**config.mk**
```make
export PLATFORM = sky130hd
export DESIGN_NAME = binomial_coefficient_core
export DESIGN_NICKNAME = d
export VERILOG_FILES = /design/src/rtl/core/bincoef_pkg.sv /design/src/rtl/core/bincoef_dp.sv /design/src/rtl/core/bincoef_ctrl.sv /design/src/rtl/core/binomial_coefficient_core.sv
export SDC_FILE = /design/constraint.sdc
export NUM_CORES = 1
export LEC_CHECK = 0
export ABC_AREA = 1
export BUFFER_PORTS_ARGS = -buffer_cell sky130_fd_sc_hd__buf_2
export CAP_MARGIN = 30
export CORE_UTILIZATION = 55
export CTS_CLUSTER_SIZE = 24
export DETAILED_ROUTE_END_ITERATION = 10
export PLACE_DENSITY_LB_ADDON = 0.12
export SLEW_MARGIN = 20
export SYNTH_ARGS = -nofsm -noshare
export SYNTH_HDL_FRONTEND = slang
export SYNTH_SLANG_ARGS = --single-unit
```
**constraint.sdc**
```tcl
create_clock -name i_clk -period 6.2 [get_ports i_clk]
set_input_delay 0.62 -clock i_clk [delete_from_list [all_inputs] [get_ports i_clk]]
set_output_delay 0.62 -clock i_clk [all_outputs]
set_load 0.02 [all_outputs]
```
**src/rtl/core/bincoef_pkg.sv**
```systemverilog
// ----------------------------------------------------------------------------
// bincoef_pkg: shared types and constants for the binomial coefficient core
// Beat payload structs, controller/datapath command and status groups.
// ----------------------------------------------------------------------------
`default_nettype none

package bincoef_pkg;

    // field widths
    localparam int unsigned N_W    = 6;
    localparam int unsigned COEF_W = 32;
    localparam int unsigned ACC_W  = 64;
    localparam int unsigned CNT_W  = $clog2(ACC_W);

    // default bound on n that keeps the accumulator within 64 bits
    localparam int unsigned MAX_N_DEF = 60;

    // input beat
    typedef struct packed {
        logic [N_W-1:0] n_total;
        logic [N_W-1:0] k_chosen;
    } t_in;

    // result beat
    typedef struct packed {
        logic [COEF_W-1:0] coefficient;
        logic              truncated;
    } t_out;

    // controller -> datapath
    typedef struct packed {
        logic load;      // latch a new input beat
        logic mul;       // acc *= (n - i + 1), clear divider
        logic div_step;  // one restoring-divide bit
        logic emit;      // capture the result register
    } t_cmd;

    // datapath -> controller
    typedef struct packed {
        logic special;   // result known without the loop
        logic loop_done; // i has passed k
        logic bit_last;  // last divider bit this cycle
    } t_sts;

endpackage : bincoef_pkg

`default_nettype wire

```
**src/rtl/core/bincoef_dp.sv**
```systemverilog
// ----------------------------------------------------------------------------
// bincoef_dp: binomial coefficient datapath
// Input folding, 64x6 multiply and a bit-serial restoring divider.
// ----------------------------------------------------------------------------
`default_nettype none

module bincoef_dp #(
    parameter int unsigned MAX_N = bincoef_pkg::MAX_N_DEF
) (
    input  wire logic              i_clk,
    input  wire bincoef_pkg::t_in  i_item,
    input  wire bincoef_pkg::t_cmd i_cmd,
    output bincoef_pkg::t_sts      o_sts,
    output bincoef_pkg::t_out      o_result
);

    localparam int unsigned N_W   = bincoef_pkg::N_W;
    localparam int unsigned ACC_W = bincoef_pkg::ACC_W;
    localparam int unsigned CNT_W = bincoef_pkg::CNT_W;
    localparam int unsigned CW    = bincoef_pkg::COEF_W;
    localparam logic [N_W:0] MAX_N_V = (N_W+1)'(MAX_N);

    logic [N_W-1:0]   r_n, r_k, r_i, r_rem;
    logic [ACC_W-1:0] r_acc;
    logic [CNT_W-1:0] r_cnt;
    logic             r_spec;
    bincoef_pkg::t_out r_spec_res, r_res;

    logic [N_W-1:0]   n_k_fold;
    logic             n_spec;
    bincoef_pkg::t_out n_spec_res;
    logic [N_W-1:0]   mul_factor;
    logic [ACC_W-1:0] mul_prod;
    logic [N_W:0]     rem_sh, rem_sub;
    logic             q_bit;

    // special cases and k folding on the incoming beat
    always_comb begin
        if ({1'b0, i_item.k_chosen, 1'b0} > {2'b00, i_item.n_total}) begin
            n_k_fold = i_item.n_total - i_item.k_chosen;
        end else begin
            n_k_fold = i_item.k_chosen;
        end
        n_spec     = 1'b1;
        n_spec_res = '0;
        if ({1'b0, i_item.n_total} > MAX_N_V) begin
            n_spec_res.truncated = 1'b1;
        end else if (i_item.k_chosen > i_item.n_total) begin
            n_spec_res = '0;
        end else if (n_k_fold == '0) begin
            n_spec_res.coefficient = CW'(1);
        end else begin
            n_spec = 1'b0;
        end
    end

    // multiply by the next numerator term
    assign mul_factor = r_n - r_i + N_W'(1);
    assign mul_prod   = r_acc * {{(ACC_W-N_W){1'b0}}, mul_factor};

    // restoring divide step, quotient shifts into the accumulator
    assign rem_sh  = {r_rem, r_acc[ACC_W-1]};
    assign q_bit   = rem_sh >= {1'b0, r_i};
    assign rem_sub = q_bit ? (rem_sh - {1'b0, r_i}) : rem_sh;

    always_ff @(posedge i_clk) begin
        if (i_cmd.load) begin
            r_n        <= i_item.n_total;
            r_k        <= n_k_fold;
            r_i        <= N_W'(2);
            r_acc      <= {{(ACC_W-N_W){1'b0}}, i_item.n_total};
            r_spec     <= n_spec;
            r_spec_res <= n_spec_res;
        end
        if (i_cmd.mul) begin
            r_acc <= mul_prod;
            r_rem <= '0;
            r_cnt <= '0;
        end
        if (i_cmd.div_step) begin
            r_acc <= {r_acc[ACC_W-2:0], q_bit};
            r_rem <= rem_sub[N_W-1:0];
            r_cnt <= r_cnt + CNT_W'(1);
            if (o_sts.bit_last) begin
                r_i <= r_i + N_W'(1);
            end
        end
        if (i_cmd.emit) begin
            if (r_spec) begin
                r_res <= r_spec_res;
            end else begin
                r_res.coefficient <= r_acc[CW-1:0];
                r_res.truncated   <= |r_acc[ACC_W-1:CW];
            end
        end
    end

    // status back to the controller
    assign o_sts.special   = r_spec;
    assign o_sts.loop_done = r_i > r_k;
    assign o_sts.bit_last  = r_cnt == CNT_W'(ACC_W-1);
    assign o_result        = r_res;

endmodule : bincoef_dp

`default_nettype wire

```
**src/rtl/core/bincoef_ctrl.sv**
```systemverilog
// ----------------------------------------------------------------------------
// bincoef_ctrl: binomial coefficient controller
// Sequences the loop passes and drives busy and the done strobe.
// ----------------------------------------------------------------------------
`default_nettype none

module bincoef_ctrl (
    input  wire logic              i_clk,
    input  wire logic              i_rst_n,
    input  wire logic              i_start,
    input  wire bincoef_pkg::t_sts i_sts,
    output bincoef_pkg::t_cmd      o_cmd,
    output logic                   o_busy,
    output logic                   o_done
);

    typedef enum logic [2:0] {
        S_IDLE,
        S_CHECK,
        S_MUL,
        S_DIV,
        S_EMIT
    } t_state;

    t_state r_state, n_state;
    logic   r_done;

    // next state
    always_comb begin
        n_state = r_state;
        case (r_state)
            S_IDLE: begin
                if (i_start) n_state = S_CHECK;
            end
            S_CHECK: begin
                if (i_sts.special || i_sts.loop_done) begin
                    n_state = S_EMIT;
                end else begin
                    n_state = S_MUL;
                end
            end
            S_MUL:   n_state = S_DIV;
            S_DIV: begin
                if (i_sts.bit_last) n_state = S_CHECK;
            end
            S_EMIT:  n_state = S_IDLE;
            default: n_state = S_IDLE;
        endcase
    end

    // state and done strobe
    always_ff @(posedge i_clk) begin
        if (!i_rst_n) begin
            r_state <= S_IDLE;
            r_done  <= 1'b0;
        end else begin
            r_state <= n_state;
            r_done  <= r_state == S_EMIT;
        end
    end

    // datapath commands
    assign o_cmd.load     = (r_state == S_IDLE) && i_start;
    assign o_cmd.mul      = r_state == S_MUL;
    assign o_cmd.div_step = r_state == S_DIV;
    assign o_cmd.emit     = r_state == S_EMIT;
    assign o_busy         = r_state != S_IDLE;
    assign o_done         = r_done;

endmodule : bincoef_ctrl

`default_nettype wire

```
**src/rtl/core/binomial_coefficient_core.sv**
```systemverilog
// ----------------------------------------------------------------------------
// binomial_coefficient_core: C(n,k) by the multiplicative method
// Controller plus a datapath with a 64-bit accumulator and serial divider.
// ----------------------------------------------------------------------------
// Usage:
//   Drive i_item and raise start; the beat is taken on a clock edge where
//   start is high and busy is low. busy stays high while the item is worked.
//   The result appears on o_result, marked by o_done for exactly one cycle;
//   o_result then holds until the next result; the receiver cannot stall the core.
// Sequence: after the accept edge the item is checked; n above MAX_N,
//   k above n, or folded k of zero go straight to emit. Otherwise each
//   loop pass is a check, a multiply by the next numerator term and the
//   one-bit-a-cycle restoring divider, until i passes k' = min(k, n-k);
//   then the emit state, from which o_done is registered.
// Throughput: one item at a time; the next start is taken in the cycle
//   o_done is high.
// Reset: synchronous, active low; returns the controller to idle and
//   drops busy and o_done. An item in flight is dropped.
// ----------------------------------------------------------------------------
`default_nettype none

module binomial_coefficient_core #(
    parameter int unsigned MAX_N = bincoef_pkg::MAX_N_DEF
) (
    input  wire logic             i_clk,
    input  wire logic             i_rst_n,
    input  wire logic             start,
    input  wire bincoef_pkg::t_in i_item,
    output logic                  busy,
    output logic                  o_done,
    output bincoef_pkg::t_out     o_result
);

    bincoef_pkg::t_cmd cmd;
    bincoef_pkg::t_sts sts;

    // sequencing
    bincoef_ctrl u_ctrl (
        .i_clk   (i_clk),
        .i_rst_n (i_rst_n),
        .i_start (start),
        .i_sts   (sts),
        .o_cmd   (cmd),
        .o_busy  (busy),
        .o_done  (o_done)
    );

    // arithmetic
    bincoef_dp #(
        .MAX_N (MAX_N)
    ) u_dp (
        .i_clk    (i_clk),
        .i_item   (i_item),
        .i_cmd    (cmd),
        .o_sts    (sts),
        .o_result (o_result)
    );

endmodule : binomial_coefficient_core

`default_nettype wire

```
==> results.md <==
- Worst hold-check slack: 0.390 ns
- Clock net sink count: 134
- Clock tree from TritonCTS: built
- Number of antenna violations at the first check in global routing: 1
- Setup-violating endpoint count in the final report: 0
- Area of the mapped netlist: 19,100 µm²
- Clock skew after layout: 0.0133 ns
- Critical path endpoint category: flip-flop
- Core box area: 33,900 µm²
- Synth Flop Type: sky130_fd_sc_hd__edfxtp_1
- Cts-stage hold buffer count: 0
- Max Slew Vio Count: 0
- Remaining antenna violation count after routing: 0
- Startpoint of the most critical register-to-register path: u_dp.r_i[1]
- Syn Nets: 2,960
- Count of cells along the worst register-to-register path: 28
- Combined flip-flop and latch cell area: 3930 µm²
- Status: completed
- Main combinational cell family by area after synthesis: adder cells
- Final cell utilization of the core: 0.608
- Most common cell after layout, fill and taps aside: sky130_fd_sc_hd__nand2_1
- Setup repair after global routing missed its margin: yes
- Max FO, Critical Path: 26
- Final hold violation count: 0
- DRC viols: 0
- Length of the first detailed-routing pass in iterations: 6
- Net count, final: 2,988
- Delay of the slowest cell on the worst path: 0.57 ns
- Type of element launching the critical path: flip-flop
- Critical path required time: 6.40 ns
- Fraction of the cycle the final worst path needs: 0.952
- Via/cell ratio: 5.50
- Maximum number of pins on one net before global-route repair: 48
- Final critical delay including setup and external delays: 5.90 ns
- Slew of the pin with the lowest slew margin: 0.683 ns
- Die Wd: 188 µm
- Worst r2r dst: u_dp.r_acc[57]
- Count of H-tree levels built during CTS: 4
- Unique cell type count in the Yosys netlist: 50
- Number of violations reported at the end of detailed-routing iteration 0: 1,288
- Multiplexer area fraction after synthesis: 0
- Fraction of final layout cells sized beyond drive strength 1: 0.0794
- Antenna diode count: 0
- Adder-cell share of the synthesized area: 0.317
- Parity-gate share of the synthesized area counting xor and xnor cells: 0.00596
- Via count: 17,000
- Number of top-level pins: 50
- Source of the critical timing path: u_dp.r_i[1]
- Slowest stage cell on the critical path: sky130_fd_sc_hd__fa_1
- Sequential fraction of the synthesis area: 0.205
- Clock tree root driver cell: sky130_fd_sc_hd__clkbuf_16
- Reported max-cap violation count: 0
- Wire length after detailed routing: 57,000 µm
- Register bit count reported by yosys: 134
- Warnings, synthesis: 0
- Area fraction in compound gates after synthesis: 0.0778
- Cell with the most instances on the worst path: sky130_fd_sc_hd__nand2_1
- EDFF count, synth: 124
- Port Buffer Count: 49
- CP endpoint: u_dp.r_acc[57]
- Synthesis-to-finish area growth: 7.76%
- CP arrival: 6.10 ns
- Maximum achievable frequency: 169 MHz
- Clock slew seen by the registers of the worst setup and hold paths: 0.08 ns
- Total gr overflow: 0
- TritonCTS Buffers: 17
- FP Rows: 67
- Wire length of the first global-routing pass: 92,700 µm
- Final Cell Area: 20,600 µm²
- Via count of the first global-routing pass: 17,200
- Final Wtd Congestion: 0.976
- Post-Place Cells: 3,062
- Synthesized instance count: 2,605
- Worst-case clock buffer depth: 2
- Async S/R FF share, synth: 0
- Skew-Pair Late Insertion Delay: 0.45 ns
- Final Non-Filler Cells: 3,094
- Average wire length per cell after detail routing: 18.4 µm
- Area of the multi-input gates: 13,000 µm²
- Die Outline Area: 35,500 µm²
- Flop-to-flop setup slack: 0.30 ns
- Detail Placement HPWL: 45,900 µm
- Most used cells in the layout excluding fill and tap cells: 670 x sky130_fd_sc_hd__nand2_1, 533 x sky130_fd_sc_hd__inv_1, 325 x sky130_fd_sc_hd__nor2_1, 239 x sky130_fd_sc_hd__fa_1, 124 x sky130_fd_sc_hd__edfxtp_1
- Worst-case headroom to the max-slew limit: 0.544
- Number of filler cells placed in the layout: 3,189
- Critical setup path kind: flip-flop to flip-flop
- Initial Utilization: 0.564
- Total placed instance area: 19,900 µm²
- Avg Synthesized Cell Area: 7.34 µm²
- Post-synthesis simple-gate area fraction: 0.273
- Die Y-Extent: 188 µm
- Worst hold path type: input port to flip-flop
- GRT Resource Usage Total: 0.336
-- through the flow --
stage               TNS, ns  setup WS, ns
detailed placement        0         0.239
finish                    0         0.296
CTS                       0         0.222
floorplan                 0         0.797
global route        -0.0776       -0.0196
global placement          0         0.361
-- cell usage after synthesis (4+ instances only) --
cell | instances | share of area
sky130_fd_sc_hd__o22ai_1 | 8 | 0.0026
sky130_fd_sc_hd__o21ai_0 | 98 | 0.026
sky130_fd_sc_hd__nand3b_1 | 10 | 0.0039
sky130_fd_sc_hd__o211ai_1 | 7 | 0.0027
sky130_fd_sc_hd__nor2_4 | 9 | 0.0053
sky130_fd_sc_hd__nor3_1 | 9 | 0.0024
sky130_fd_sc_hd__xor2_1 | 6 | 0.0027
sky130_fd_sc_hd__nor3_2 | 4 | 0.0021
sky130_fd_sc_hd__nand4_1 | 27 | 0.0088
sky130_fd_sc_hd__dfxtp_1 | 10 | 0.010
sky130_fd_sc_hd__nand2_1 | 674 | 0.13
sky130_fd_sc_hd__nand3_1 | 108 | 0.028
sky130_fd_sc_hd__inv_2 | 12 | 0.0024
sky130_fd_sc_hd__nor2_1 | 329 | 0.065
sky130_fd_sc_hd__edfxtp_1 | 124 | 0.19
sky130_fd_sc_hd__nor4_1 | 9 | 0.0029
sky130_fd_sc_hd__buf_1 | 19 | 0.0037
sky130_fd_sc_hd__a21oi_2 | 4 | 0.0018
sky130_fd_sc_hd__clkbuf_1 | 33 | 0.0065
sky130_fd_sc_hd__fa_1 | 240 | 0.25
sky130_fd_sc_hd__nand2_2 | 20 | 0.0065
sky130_fd_sc_hd__inv_1 | 533 | 0.10
sky130_fd_sc_hd__xnor2_1 | 7 | 0.0032
sky130_fd_sc_hd__a21oi_1 | 112 | 0.029
sky130_fd_sc_hd__nor2_2 | 15 | 0.0049
sky130_fd_sc_hd__o21bai_1 | 15 | 0.0059
sky130_fd_sc_hd__nand3_2 | 6 | 0.0031
sky130_fd_sc_hd__buf_2 | 10 | 0.0026
sky130_fd_sc_hd__ha_1 | 100 | 0.065
sky130_fd_sc_hd__o21ai_1 | 11 | 0.0029
-- worst min-delay path by stage --
| stage | start | slack, ns | end | cells past startpoint |
|---|---|---|---|---|
| final | i_item[6] | 0.39 | u_dp.r_n[0] | 1 |
| after global routing | i_item[6] | 0.38 | u_dp.r_n[0] | 1 |
| after CTS | i_item[6] | 0.37 | u_dp.r_n[0] | 1 |
| after detailed placement | u_ctrl.r_state[2] | 0.54 | u_ctrl.o_done | 2 |
| after global placement | u_dp.r_i[0] | 0.51 | u_dp.r_i[0] | 1 |
| after floorplan | u_ctrl.r_state[1] | 0.47 | u_ctrl.o_done | 1 |
-- cell families (layout without fill, tap and decap cells) --
family,after synthesis,after routing
AO/OA/AOI/OAI,270,270
buffers and inverters,611,652
XOR/XNOR,13,13
AND/OR/NAND/NOR,1237,1237
adder cells (fa/ha/maj),340,340
flip-flops,134,134
-- state kept, by name, summed over array words and instances (netlist names) --
name	count
u_ctrl.o_done	1
u_ctrl.r_state	3
u_dp.o_result	33
u_dp.r_acc	64
u_dp.r_cnt	6
u_dp.r_i	6
u_dp.r_k	6
u_dp.r_n	6
u_dp.r_rem	6
u_dp.r_spec	1
u_dp.r_spec_res	2
-- worst max-delay path, delay by kind of cell (launching register included) --
family	cells	cell delay [ns]
adders and majority gates	7	2.88
DFF	1	0.37
and+or+nand+nor	15	1.69
AOI/OAI and AO/OA	1	0.25
buffers and inverters	5	0.43
-- area by class of cell --
class                   count  share of cell area
multi-input cells        1860               0.630
clock inverters            15             0.00850
flip-flops and latches    134               0.191
repair buffers             72              0.0233
clock buffers              17              0.0207
well taps                 448              0.0272
inverters                 548              0.0999
-- routing by layer --
metal  share of wire  global-route usage  up-vias
li1                -                   -     8057
met1            0.45               0.469     8335
met2            0.47               0.555      551
met3           0.060              0.0402       89
met4           0.023              0.0878        0
met5               0                   0        -
-- timing repair --
| action | 4_1_cts | 5_1_grt |
|---|---|---|
| setup buffers | 0 | 0 |
| setup endpoints to repair | 0 | 25 |
| endpoints found under the hold margin | 0 | 0 |
| resized for setup | 0 | 19 |
Power is left out: the tool's default activity adds up to more than one toggle a clock period on the data nets, which glitch-free logic cannot reach.
